`config.mk`:
```
export PLATFORM = sky130hd
export DESIGN_NAME = imu_burst_frame_checker_unit_flat
export DESIGN_NICKNAME = d
export VERILOG_FILES = /design/src/design/ibfc_pkg.sv /design/src/design/ibfc_in_if.sv /design/src/design/ibfc_out_if.sv /design/src/design/ibfc_in_stage.sv /design/src/design/ibfc_frame_acc.sv /design/src/design/ibfc_out_stage.sv /design/src/design/imu_burst_frame_checker_unit.sv /design/src/flat_wrapper.sv
export SDC_FILE = /design/constraint.sdc
export NUM_CORES = 1
export LEC_CHECK = 0
export BUFFER_PORTS_ARGS = -buffer_cell sky130_fd_sc_hd__buf_2
export CORE_UTILIZATION = 32
export DETAILED_ROUTE_END_ITERATION = 8
export HOLD_SLACK_MARGIN = 0.06
export SETUP_SLACK_MARGIN = 0.5
export SLEW_MARGIN = 20
export SYNTH_ARGS = -nofsm -noshare
export SYNTH_HDL_FRONTEND = slang
export SYNTH_SLANG_ARGS = --single-unit
export TNS_END_PERCENT = 10
```
`constraint.sdc`:
```
create_clock -name i_clk -period 36.8 [get_ports i_clk]
set_input_delay 7.36 -clock i_clk [delete_from_list [all_inputs] [get_ports i_clk]]
set_output_delay 7.36 -clock i_clk [all_outputs]
set_load 0.01 [all_outputs]
```
`src/design/ibfc_pkg.sv`:
```
// Shared types and constants for the IMU burst frame checker.
`default_nettype none

package ibfc_pkg;

    localparam int WORD_W   = 16;
    localparam int AXIS_W   = 32;
    localparam int NUM_AXES = 6;

    typedef logic [4:0] t_pos;
    typedef logic [2:0] t_axis_idx;

    localparam t_pos FRAME_WORDS    = 5'd19;
    localparam t_pos POS_DIAG       = 5'd1;
    localparam t_pos POS_AXES_FIRST = 5'd2;
    localparam t_pos POS_TEMP       = 5'd14;
    localparam t_pos POS_COUNTER    = 5'd15;
    localparam t_pos POS_SUM_LAST   = 5'd17;
    localparam t_pos POS_CHECK      = 5'd18;

    typedef enum logic [1:0] {
        ST_GOOD       = 2'd0,
        ST_CKSUM_FAIL = 2'd1,
        ST_DIAG_FAULT = 2'd2,
        ST_STALE      = 2'd3
    } t_status;

    typedef struct packed {
        t_status                    status;
        logic [WORD_W-1:0]          diag_flags;
        logic signed [AXIS_W-1:0]   gyro_x;
        logic signed [AXIS_W-1:0]   gyro_y;
        logic signed [AXIS_W-1:0]   gyro_z;
        logic signed [AXIS_W-1:0]   accel_x;
        logic signed [AXIS_W-1:0]   accel_y;
        logic signed [AXIS_W-1:0]   accel_z;
        logic signed [WORD_W-1:0]   temperature_raw;
        logic [WORD_W-1:0]          sample_count;
    } t_result;

endpackage

`default_nettype wire

```
`src/design/ibfc_in_if.sv`:
```
// Input channel: one burst frame word per transfer.
`default_nettype none

interface ibfc_in_if;
    logic        valid;
    logic        ready;
    logic        frame_start;
    logic [15:0] frame_word;

    modport source (output valid, output frame_start, output frame_word, input ready);
    modport sink   (input valid, input frame_start, input frame_word, output ready);
endinterface

`default_nettype wire

```
`src/design/ibfc_out_if.sv`:
```
// Output channel: one frame verdict with decoded sample per transfer.
`default_nettype none

interface ibfc_out_if;
    logic               valid;
    logic               ready;
    logic [1:0]         status;
    logic [15:0]        diag_flags;
    logic signed [31:0] gyro_x;
    logic signed [31:0] gyro_y;
    logic signed [31:0] gyro_z;
    logic signed [31:0] accel_x;
    logic signed [31:0] accel_y;
    logic signed [31:0] accel_z;
    logic signed [15:0] temperature_raw;
    logic [15:0]        sample_count;

    modport source (
        output valid, output status, output diag_flags,
        output gyro_x, output gyro_y, output gyro_z,
        output accel_x, output accel_y, output accel_z,
        output temperature_raw, output sample_count,
        input  ready
    );
    modport sink (
        input  valid, input status, input diag_flags,
        input  gyro_x, input gyro_y, input gyro_z,
        input  accel_x, input accel_y, input accel_z,
        input  temperature_raw, input sample_count,
        output ready
    );
endinterface

`default_nettype wire

```
`src/design/ibfc_in_stage.sv`:
```
// Input register holding one frame word until the frame logic consumes it.
`default_nettype none

module ibfc_in_stage
    import ibfc_pkg::*;
(
    input  wire logic              i_clk,
    input  wire logic              i_rst_n,
    ibfc_in_if.sink                i_in,
    input  wire logic              i_take,
    output logic                   o_valid,
    output logic                   o_start,
    output logic [WORD_W-1:0]      o_word
);

    logic              r_valid;
    logic              r_start;
    logic [WORD_W-1:0] r_word;
    logic              accept;

    assign i_in.ready = !r_valid || i_take;
    assign accept     = i_in.valid && i_in.ready;

    always_ff @(posedge i_clk) begin
        if (!i_rst_n) begin
            r_valid <= 1'b0;
        end else if (accept) begin
            r_valid <= 1'b1;
        end else if (i_take) begin
            r_valid <= 1'b0;
        end
    end

    always_ff @(posedge i_clk) begin
        if (accept) begin
            r_start <= i_in.frame_start;
            r_word  <= i_in.frame_word;
        end
    end

    assign o_valid = r_valid;
    assign o_start = r_start;
    assign o_word  = r_word;

endmodule

`default_nettype wire

```
`src/design/ibfc_frame_acc.sv`:
```
// Frame position tracking, byte checksum, word capture and verdict.
`default_nettype none

module ibfc_frame_acc
    import ibfc_pkg::*;
(
    input  wire logic              i_clk,
    input  wire logic              i_rst_n,
    input  wire logic              i_valid,
    input  wire logic              i_start,
    input  wire logic [WORD_W-1:0] i_word,
    input  wire logic              i_out_free,
    output logic                   o_take,
    output logic                   o_res_valid,
    output t_result                o_res
);

    t_pos              r_pos;
    logic [WORD_W-1:0] r_sum;
    logic [WORD_W-1:0] r_last_counter;
    logic [WORD_W-1:0] r_diag;
    logic [WORD_W-1:0] r_temp;
    logic [WORD_W-1:0] r_counter;
    logic [WORD_W-1:0] r_axis_lo [NUM_AXES];
    logic [WORD_W-1:0] r_axis_hi [NUM_AXES];

    t_pos              pos;
    t_pos              n_pos;
    t_pos              rel;
    t_axis_idx         axis_idx;
    logic              is_check;
    logic              in_sum_range;
    logic              is_axis;
    logic [WORD_W-1:0] sum_base;
    logic [WORD_W-1:0] byte_add;
    logic [WORD_W-1:0] n_sum;
    t_status           status;
    logic              good;

    always_comb begin
        pos = i_start ? '0 : r_pos;
        if (pos >= FRAME_WORDS) begin
            pos = '0;
        end
        is_check     = (pos == POS_CHECK);
        in_sum_range = (pos >= POS_AXES_FIRST) && (pos <= POS_SUM_LAST);
        is_axis      = (pos >= POS_AXES_FIRST) && (pos < POS_TEMP);
        rel          = pos - POS_AXES_FIRST;
        axis_idx     = rel[3:1];
        sum_base     = (pos == '0) ? '0 : r_sum;
        byte_add     = {8'd0, i_word[15:8]} + {8'd0, i_word[7:0]};
        n_sum        = in_sum_range ? (sum_base + byte_add) : sum_base;
        n_pos        = is_check ? '0 : (pos + 5'd1);
        o_take       = i_valid && (!is_check || i_out_free);
        o_res_valid  = o_take && is_check;

        if ((n_sum == '0) || (n_sum != i_word)) begin
            status = ST_CKSUM_FAIL;
        end else if (r_diag != '0) begin
            status = ST_DIAG_FAULT;
        end else if (r_counter == r_last_counter) begin
            status = ST_STALE;
        end else begin
            status = ST_GOOD;
        end
        good = (status == ST_GOOD);

        o_res.status          = status;
        o_res.diag_flags      = r_diag;
        o_res.sample_count    = r_counter;
        o_res.gyro_x          = good ? {r_axis_hi[0], r_axis_lo[0]} : '0;
        o_res.gyro_y          = good ? {r_axis_hi[1], r_axis_lo[1]} : '0;
        o_res.gyro_z          = good ? {r_axis_hi[2], r_axis_lo[2]} : '0;
        o_res.accel_x         = good ? {r_axis_hi[3], r_axis_lo[3]} : '0;
        o_res.accel_y         = good ? {r_axis_hi[4], r_axis_lo[4]} : '0;
        o_res.accel_z         = good ? {r_axis_hi[5], r_axis_lo[5]} : '0;
        o_res.temperature_raw = good ? r_temp : '0;
    end

    always_ff @(posedge i_clk) begin
        if (!i_rst_n) begin
            r_pos          <= '0;
            r_sum          <= '0;
            r_last_counter <= '0;
            r_diag         <= '0;
        end else if (o_take) begin
            r_pos <= n_pos;
            r_sum <= n_sum;
            if (pos == POS_DIAG) begin
                r_diag <= i_word;
            end
            if (is_check && good) begin
                r_last_counter <= r_counter;
            end
        end
    end

    // captures, no reset: always written before the checksum word
    always_ff @(posedge i_clk) begin
        if (o_take) begin
            if (is_axis) begin
                if (rel[0]) begin
                    r_axis_hi[axis_idx] <= i_word;
                end else begin
                    r_axis_lo[axis_idx] <= i_word;
                end
            end
            if (pos == POS_TEMP) begin
                r_temp <= i_word;
            end
            if (pos == POS_COUNTER) begin
                r_counter <= i_word;
            end
        end
    end

`ifndef ASSERT_OFF
    a_pos_bound: assert property (@(posedge i_clk) disable iff (!i_rst_n)
        r_pos <= POS_CHECK)
        else $error("frame position beyond checksum word");

    a_pos_wrap: assert property (@(posedge i_clk) disable iff (!i_rst_n)
        o_res_valid |=> (r_pos == '0))
        else $error("position not back at word 0 after checksum word");

    a_last_cnt: assert property (@(posedge i_clk) disable iff (!i_rst_n)
        ($past(i_rst_n) && !$stable(r_last_counter)) |->
            $past(o_res_valid && (o_res.status == ST_GOOD)))
        else $error("last counter moved without a good frame");

    a_stall_hold: assert property (@(posedge i_clk) disable iff (!i_rst_n)
        (i_valid && is_check && !i_out_free) |=> $stable(r_pos) && $stable(r_last_counter))
        else $error("frame state moved while verdict stalled");
`endif

endmodule

`default_nettype wire

```
`src/design/ibfc_out_stage.sv`:
```
// Result register driving the output channel.
`default_nettype none

module ibfc_out_stage
    import ibfc_pkg::*;
(
    input  wire logic    i_clk,
    input  wire logic    i_rst_n,
    input  wire logic    i_res_valid,
    input  wire t_result i_res,
    output logic         o_free,
    ibfc_out_if.source   o_out
);

    logic    r_valid;
    t_result r_res;

    assign o_free = !r_valid || o_out.ready;

    always_ff @(posedge i_clk) begin
        if (!i_rst_n) begin
            r_valid <= 1'b0;
        end else if (o_free) begin
            r_valid <= i_res_valid;
        end
    end

    always_ff @(posedge i_clk) begin
        if (o_free && i_res_valid) begin
            r_res <= i_res;
        end
    end

    assign o_out.valid           = r_valid;
    assign o_out.status          = r_res.status;
    assign o_out.diag_flags      = r_res.diag_flags;
    assign o_out.gyro_x          = r_res.gyro_x;
    assign o_out.gyro_y          = r_res.gyro_y;
    assign o_out.gyro_z          = r_res.gyro_z;
    assign o_out.accel_x         = r_res.accel_x;
    assign o_out.accel_y         = r_res.accel_y;
    assign o_out.accel_z         = r_res.accel_z;
    assign o_out.temperature_raw = r_res.temperature_raw;
    assign o_out.sample_count    = r_res.sample_count;

endmodule

`default_nettype wire

```
`src/design/imu_burst_frame_checker_unit.sv`:
```
// Top level of the IMU burst frame checker.
//
// Channel  Dir  Interface    Payload
// i_in     in   ibfc_in_if   frame_start, frame_word
// o_out    out  ibfc_out_if  status, diag_flags, six axes, temperature_raw, sample_count
//
// One frame word is taken every cycle, but the checksum word waits on a stalled
// output; other words keep flowing. The frame logic sits between an input register
// and a result register, so a verdict passes through both registers before it is
// offered on o_out. Synchronous active-low reset clears position, checksum, last
// counter, diagnostic capture and both valid flags.
`default_nettype none

module imu_burst_frame_checker_unit
    import ibfc_pkg::*;
(
    input  wire logic  i_clk,
    input  wire logic  i_rst_n,
    ibfc_in_if.sink    i_in,
    ibfc_out_if.source o_out
);

    logic              take;
    logic              word_valid;
    logic              word_start;
    logic [WORD_W-1:0] word;
    logic              out_free;
    logic              res_valid;
    t_result           res;

    ibfc_in_stage u_in_stage (
        .i_clk   (i_clk),
        .i_rst_n (i_rst_n),
        .i_in    (i_in),
        .i_take  (take),
        .o_valid (word_valid),
        .o_start (word_start),
        .o_word  (word)
    );

    ibfc_frame_acc u_frame_acc (
        .i_clk       (i_clk),
        .i_rst_n     (i_rst_n),
        .i_valid     (word_valid),
        .i_start     (word_start),
        .i_word      (word),
        .i_out_free  (out_free),
        .o_take      (take),
        .o_res_valid (res_valid),
        .o_res       (res)
    );

    ibfc_out_stage u_out_stage (
        .i_clk       (i_clk),
        .i_rst_n     (i_rst_n),
        .i_res_valid (res_valid),
        .i_res       (res),
        .o_free      (out_free),
        .o_out       (o_out)
    );

endmodule

`default_nettype wire
```
`src/flat_wrapper.sv`:
```
// flat-port wrapper written by rule: the top's interface ports become plain ports
module imu_burst_frame_checker_unit_flat import ibfc_pkg::*;
  (i_clk, i_rst_n, i_in_valid, i_in_frame_start, i_in_frame_word, i_in_ready, o_out_valid, o_out_status, o_out_diag_flags, o_out_gyro_x, o_out_gyro_y, o_out_gyro_z, o_out_accel_x, o_out_accel_y, o_out_accel_z, o_out_temperature_raw, o_out_sample_count, o_out_ready);
  ibfc_in_if i_in_i ();
  ibfc_out_if o_out_i ();
  input  wire logic i_clk;
  input  wire logic i_rst_n;
  input wire logic [$bits(i_in_i.valid)-1:0] i_in_valid;
  input wire logic [$bits(i_in_i.frame_start)-1:0] i_in_frame_start;
  input wire logic [$bits(i_in_i.frame_word)-1:0] i_in_frame_word;
  output wire logic [$bits(i_in_i.ready)-1:0] i_in_ready;
  output wire logic [$bits(o_out_i.valid)-1:0] o_out_valid;
  output wire logic [$bits(o_out_i.status)-1:0] o_out_status;
  output wire logic [$bits(o_out_i.diag_flags)-1:0] o_out_diag_flags;
  output wire logic [$bits(o_out_i.gyro_x)-1:0] o_out_gyro_x;
  output wire logic [$bits(o_out_i.gyro_y)-1:0] o_out_gyro_y;
  output wire logic [$bits(o_out_i.gyro_z)-1:0] o_out_gyro_z;
  output wire logic [$bits(o_out_i.accel_x)-1:0] o_out_accel_x;
  output wire logic [$bits(o_out_i.accel_y)-1:0] o_out_accel_y;
  output wire logic [$bits(o_out_i.accel_z)-1:0] o_out_accel_z;
  output wire logic [$bits(o_out_i.temperature_raw)-1:0] o_out_temperature_raw;
  output wire logic [$bits(o_out_i.sample_count)-1:0] o_out_sample_count;
  input wire logic [$bits(o_out_i.ready)-1:0] o_out_ready;
  assign i_in_i.valid = i_in_valid;
  assign i_in_i.frame_start = i_in_frame_start;
  assign i_in_i.frame_word = i_in_frame_word;
  assign i_in_ready = i_in_i.ready;
  assign o_out_valid = o_out_i.valid;
  assign o_out_status = o_out_i.status;
  assign o_out_diag_flags = o_out_i.diag_flags;
  assign o_out_gyro_x = o_out_i.gyro_x;
  assign o_out_gyro_y = o_out_i.gyro_y;
  assign o_out_gyro_z = o_out_i.gyro_z;
  assign o_out_accel_x = o_out_i.accel_x;
  assign o_out_accel_y = o_out_i.accel_y;
  assign o_out_accel_z = o_out_i.accel_z;
  assign o_out_temperature_raw = o_out_i.temperature_raw;
  assign o_out_sample_count = o_out_i.sample_count;
  assign o_out_i.ready = o_out_ready;
  imu_burst_frame_checker_unit u_core (.i_clk(i_clk), .i_rst_n(i_rst_n), .i_in(i_in_i), .o_out(o_out_i));
endmodule
```
==> results of run 1 <==
## path summary, 6_finish.rpt
path,slack (ns),endpoint,depth (start not counted),from
setup / recovery,21.42,i_in_ready,4,o_out_ready
hold / removal,0.47,u_core.u_out_stage.o_out.diag_flags[6],0,u_core.u_frame_acc.r_diag[6]
setup reg to reg,28.50,u_core.u_out_stage.o_out.accel_z[15],21,u_core.u_in_stage.o_start
hold reg to reg,0.47,u_core.u_out_stage.o_out.diag_flags[6],0,u_core.u_frame_acc.r_diag[6]
## cells by family after synthesis
group	Yosys count	share of synthesized area
AO/OA/AOI/OAI	124	0.04100
XOR/XNOR	34	0.01458
adder cells (fa/ha/maj)	25	0.01863
buffers and inverters	114	0.02396
flip-flops	538	0.7643
multiplexers	26	0.01275
AND/OR/NAND/NOR	449	0.1248
## registers in the layout, indices dropped and copies added (netlist names), 5 cells and up
name / count
u_core.u_out_stage.o_out.accel_z: 32
u_core.u_frame_acc.r_temp: 16
u_core.u_frame_acc.r_axis_lo: 96
u_core.u_out_stage.o_out.accel_y: 32
u_core.u_out_stage.o_out.gyro_y: 32
u_core.u_out_stage.o_out.gyro_x: 32
u_core.u_frame_acc.r_last_counter: 16
u_core.u_out_stage.o_out.sample_count: 16
u_core.u_in_stage.o_word: 16
u_core.u_frame_acc.r_sum: 16
u_core.u_out_stage.o_out.temperature_raw: 16
u_core.u_frame_acc.r_axis_hi: 96
u_core.u_frame_acc.r_counter: 16
u_core.u_frame_acc.r_pos: 5
u_core.u_frame_acc.r_diag: 16
u_core.u_out_stage.o_out.gyro_z: 32
u_core.u_out_stage.o_out.accel_x: 32
u_core.u_out_stage.o_out.diag_flags: 16
## where the power goes
| group | switching (uW) | internal [uW] |
|---|---|---|
| clock network | 239 | 305 |
| logic | 47.0 | 15.9 |
| registers | 2.37 | 664 |
## per-layer routing
metal,global-route usage,wire length [um]
met5,0,0
met1,0.2106,22870
met2,0.2601,25310
met3,0.02409,2934
met4,0.06638,1746
## cells in the mapped netlist, types with 6 or more instances
cell type / count / area share
ha_1: 16 / 0.0098
inv_1: 35 / 0.0064
nor3_1: 10 / 0.0025
dfxtp_1: 55 / 0.054
mux2i_1: 26 / 0.013
and3_1: 214 / 0.066
clkbuf_2: 20 / 0.0049
o21ai_0: 20 / 0.0049
and2_1: 12 / 0.0037
nand2_1: 66 / 0.012
xnor2_1: 12 / 0.0051
xor2_1: 22 / 0.0094
nand2b_1: 7 / 0.0021
a21oi_1: 35 / 0.0086
fa_1: 9 / 0.0088
clkbuf_1: 49 / 0.0090
nor4_1: 15 / 0.0046
nor2_1: 47 / 0.0086
edfxtp_1: 483 / 0.71
o211ai_1: 6 / 0.0022
nor2b_1: 39 / 0.012
nand3_1: 12 / 0.0029
a22oi_1: 8 / 0.0029
## layout make-up
type | instances | share of cell area
flip-flops and latches | 538 | 0.6363
multi-input cells | 658 | 0.1782
repair buffers | 295 | 0.06479
clock buffers | 68 | 0.05933
well taps | 846 | 0.04316
clock inverters | 31 | 0.01270
inverters | 35 | 0.005357
diodes | 2 | 0.0002041
## metrics by stage
stage	setup slack [ns]	total power (uW)	hold slack [ns]
final	21.42	1274	0.4665
after global routing	21.37	1313	0.4842
after CTS	21.42	1287	0.4707
after detailed placement	21.42	741.3	0.4530
after global placement	21.43	740.2	0.4499
after floorplan	15.69	714.2	0.4303
## cell usage in the layout (no fill, tap or decap), types with 9 or more instances in the layout
master     instances
a21oi_1           35
buf_2            263
dfxtp_1           55
clkinv_1          10
nand3_1           12
o21ai_0           20
and2_1            12
fa_1               9
xnor2_1           12
nand2_1           66
ha_1              16
inv_1             35
xor2_1            22
edfxtp_1         483
mux2i_1           26
nor4_1            15
nor2_1            40
clkbuf_16         55
clkbuf_1          10
nor3_1             9
and3_1           214
nor2b_1           38
buf_4             30
==> flow_summary.toml, run 1 <==
[routing]
first_pass_iters = 5
ant_nets = 0
routed-via-count = 11961
routed_wl_um = 52860
drt-wirelength-per-cell_um = 21.38
vias_per_cell = 4.837
drc = 0
drt_iter0_markers = 992

[placement]
io_buffers = 264
dpl.hpwl_um = 32000
placed_cell_area_sq_mm = 0.02275
gp_congestion = 0.8818
placed_cells = 2372

[logic_synthesis]
synthCells = 1310
yosys_most_used_dff = "edfxtp_1"
async_flop_share = 0
synth_edf_count = 483
synth_seq_cells = 538
syn-cell-area_sq_mm = 0.02042
synth_nets = 1356
ys_seq_area_frac = 0.7643
syn-mean-instance-area_sq_um = 15.59
ys_types = 66
yosys_warnings = 0

[setup_path]
crit_required_ns = 29.44
path_cells = "buf_2 -> nor2b_1 -> nand4_1 -> buf_2"
crit_family = "simple AND/OR/NAND/NOR gates"
worstSetupStartpointType = "primary input"
crit_buf_inv = 2
critPathMaxFanout = 3
max_stage_delay_ns = 0.20
arrival_ns = 8.02
cp_slowest_cell = "nor2b_1"
path_class = "in -> out"
cp_common_cell = "buf_2"
cp-end-kind = "output pin"

[die]
rows = 92
initial_core_util = 0.3237
die_w_um = 254.6
die_area_sq_mm = 0.06482
ios = 265
fp.dieH_um = 254.6
core_sq_mm = 0.06308

[timing]
period_share = 0.4179
period_minus_slack_ns = 15.38
rsz0062_at_grt = "no"
worst_pin_slew_ns = 1.069
max-slew-margin-rel = 0.2863
timing.fmax_mhz = 65.03
hold_violations = 0
slew_viol_final = 0
tns_ns = 0
skew_ns = 0.03153
setup_viol = 0

[grt]
track_usage = 0.1589
grt_overflow_total = 0
antenna_found_initial = 6
grt_pass1_vias = 11426
grt_max_degree = 146
grt_pass1_wl_um = 75020

[cells_and_area]
nets = 1629
fill_cells = 5927
fin_cells = 2473
drive_above_1_share = 0.2418
seq_area_sq_mm = 0.01561
multi_input_area_sq_mm = 0.004369
post-route-util = 0.3888
fin_area_sq_mm = 0.02452
area_growth_pct = 20.11

[cts]
root_buffer = "clkbuf_16"
post_cts_resized = 0
cts_tree = "yes"
cts_hold_buf = 0
ctsHtreeMaxLevel = 2
cts_buffers = 55
insertion_delay_ns = 0.63
post_cts_buffers = 0
clk_pin_slew_ns = 0.06
clock-sinks = 538
cts.path.max_buffers = 3

[power_and_ir_drop]
peakVddDrop_mv = 0.04171
p_leak_uw = 0.01049
p_per_area_mw_per_mm2 = 51.94

[min_path]
hp-class = "reg -> reg"

[run]
drv_cap = 0

[outcome]
outcome = "completed"
Note: power is estimated with default switching activity, not from simulation.
==> run 2: changes to the inputs <==
==> constraint.sdc (replaced) <==
create_clock -name i_clk -period 14.3 [get_ports i_clk]
set_input_delay 2.86 -clock i_clk [delete_from_list [all_inputs] [get_ports i_clk]]
set_output_delay 2.86 -clock i_clk [all_outputs]
set_load 0.01 [all_outputs]
==> run 2 against run 1 <==
Non-clock buffer count grew 1. Sequential cell count is the same. Cell area shrank 0.29%. Register-to-register slack lost 22 ns. Sequential power grew to 2.6 times the previous value. Routed wire length shrank 1.0%. Critical path depth grew 19. Sequential share of layout area grew 0.19 points. Global-route usage shrank 0.094 points. Worst hold slack lost 0.0029 ns. Critical endpoint is now u_core.u_out_stage.o_out.gyro_y[31]. Highest routed layer unchanged.
==> flow_summary.toml, run 2 (synthesis results as in run 1) <==
[outcome]
outcome = "completed"

[timing]
skew_ns = 0.04067
rsz0062_at_grt = "no"
hold_violations = 0
tns_ns = 0
slew_viol_final = 0
period_share = 0.5193
worst_pin_slew_ns = 1.081
max-slew-margin-rel = 0.2794
setup_viol = 0
period_minus_slack_ns = 7.427
timing.fmax_mhz = 134.7

[cts]
cts_tree = "yes"
insertion_delay_ns = 0.63
cts_hold_buf = 0
post_cts_buffers = 0
ctsHtreeMaxLevel = 2
cts.path.max_buffers = 3
clock-sinks = 538
clk_pin_slew_ns = 0.06
root_buffer = "clkbuf_16"
cts_buffers = 54
post_cts_resized = 0

[routing]
routed_wl_um = 52330
drc = 0
drt-wirelength-per-cell_um = 21.21
wl_met1_um = 22380
drt_iter0_markers = 898
wl_met3_um = 2616
wl_met2_um = 25890
routed-via-count = 11863
top_layer = "met4"
vias_per_cell = 4.807
first_pass_iters = 5
ant_nets = 0

[placement]
io_buffers = 264
placed_cells = 2373
gp_congestion = 0.8714
dpl.hpwl_um = 32130

[setup_path]
max_stage_delay_ns = 0.73
cp-end-kind = "flip-flop"
path_cells = "o31ai_1 -> and2_1 -> inv_1 -> ha_1 -> o31ai_1 -> o21ai_0 -> inv_1 -> fa_1 -> ha_1 -> inv_1 -> fa_1 -> nand2b_1 -> a21boi_1 -> o21ai_1 -> nand2b_1 -> or4_1 -> o21ai_0 -> xnor2_1 -> or4b_1 -> nor4_4 -> buf_4 -> buf_4 -> and3_1"
critPathMaxFanout = 115
worstSetupStartpointType = "flip-flop"
cp_common_cell = "inv_1"
arrival_ns = 7.89
path_class = "reg -> reg"
crit_required_ns = 14.77
cp_slowest_cell = "buf_4"

[die]
rows = 92
fp.dieH_um = 254.6
ios = 265
initial_core_util = 0.3237
core_sq_mm = 0.06308
die_area_sq_mm = 0.06482
die_w_um = 254.6

[grt]
track_usage = 0.1580
grt_pass1_wl_um = 74590
grt_overflow_total = 0
antenna_found_initial = 0
grt_max_degree = 165
grt_pass1_vias = 11268

[cells_and_area]
layout_common_cells = "edfxtp_1, buf_2, and3_1"
area_growth_pct = 19.76
fin_cells = 2468
drive_above_1_share = 0.2411
largestRegisters = "u_core.u_frame_acc.r_axis_hi (96), u_core.u_frame_acc.r_axis_lo (96)"
nets = 1629
layout_commonest_cell = "edfxtp_1"
antenna_cells = 0

[min_path]
hp-class = "reg -> reg"

[power_and_ir_drop]
p_per_area_mw_per_mm2 = 132.9
peakVddDrop_mv = 0.07265
p_leak_uw = 0.01045

[run]
drv_cap = 0
[run 2: through the flow]
step	hold WS, ns	worst slack (ns)	instance area (sq um)	power (uW)	utilization
2_1_floorplan	0.4303	2.621	20420	1838	-
3_3_place_gp	0.4492	7.290	22730	1908	0.3603
3_5_place_dp	0.4481	7.001	22740	1910	0.3604
4_1_cts	0.4648	6.962	24450	3291	0.3876
5_1_grt	0.4787	6.479	24450	3360	0.3877
6_report	0.4636	6.873	24450	3250	0.3877
[run 2: worst paths after layout]
check / endpoint / start / slack [ns] / cells past startpoint
max reg2reg: u_core.u_out_stage.o_out.gyro_y[31] / u_core.u_frame_acc.r_pos[4] / 6.87 / 23
min reg2reg: u_core.u_out_stage.o_out.diag_flags[11] / u_core.u_frame_acc.r_diag[11] / 0.46 / 0
max: u_core.u_out_stage.o_out.gyro_y[31] / u_core.u_frame_acc.r_pos[4] / 6.87 / 23
min: u_core.u_out_stage.o_out.diag_flags[11] / u_core.u_frame_acc.r_diag[11] / 0.46 / 0
[run 2: worst max-delay path: cells and delay by family (launching register included)]
kind                       cells  cell delay, ns
AOI/OAI and AO/OA              6            1.39
xor gates and xnor gates       1            0.17
adders and majority gates      4            1.30
buffers and inverters          5            1.46
DFF                            1            0.51
and+or+nand+nor                7            2.39
[run 2: area by class of cell]
cell class / instances / area [sq um]
Clock buffer: 69 / 1408
Multi-Input combinational cell: 658 / 4367
Tap cell: 846 / 1059
Fill cell: 5897 / 38630
Sequential cell: 538 / 15610
Timing Repair Buffer: 296 / 1578
Inverter: 35 / 131.4
Clock inverter: 26 / 306.5
[run 2: report_power, final]
| part | switching [uW] | internal [uW] | total (uW) |
|---|---|---|---|
| registers | 3.62 | 1710 | 1710 |
| clock network | 600 | 774 | 1370 |
| logic | 122 | 40.5 | 163 |
| total | 726 | 2520 | 3250 |
[run 2: layer usage]
metal	up-vias	track usage
li1	5464	-
met1	5930	0.2051
met2	382	0.2691
met3	87	0.02603
met4	0	0.05013
met5	-	0
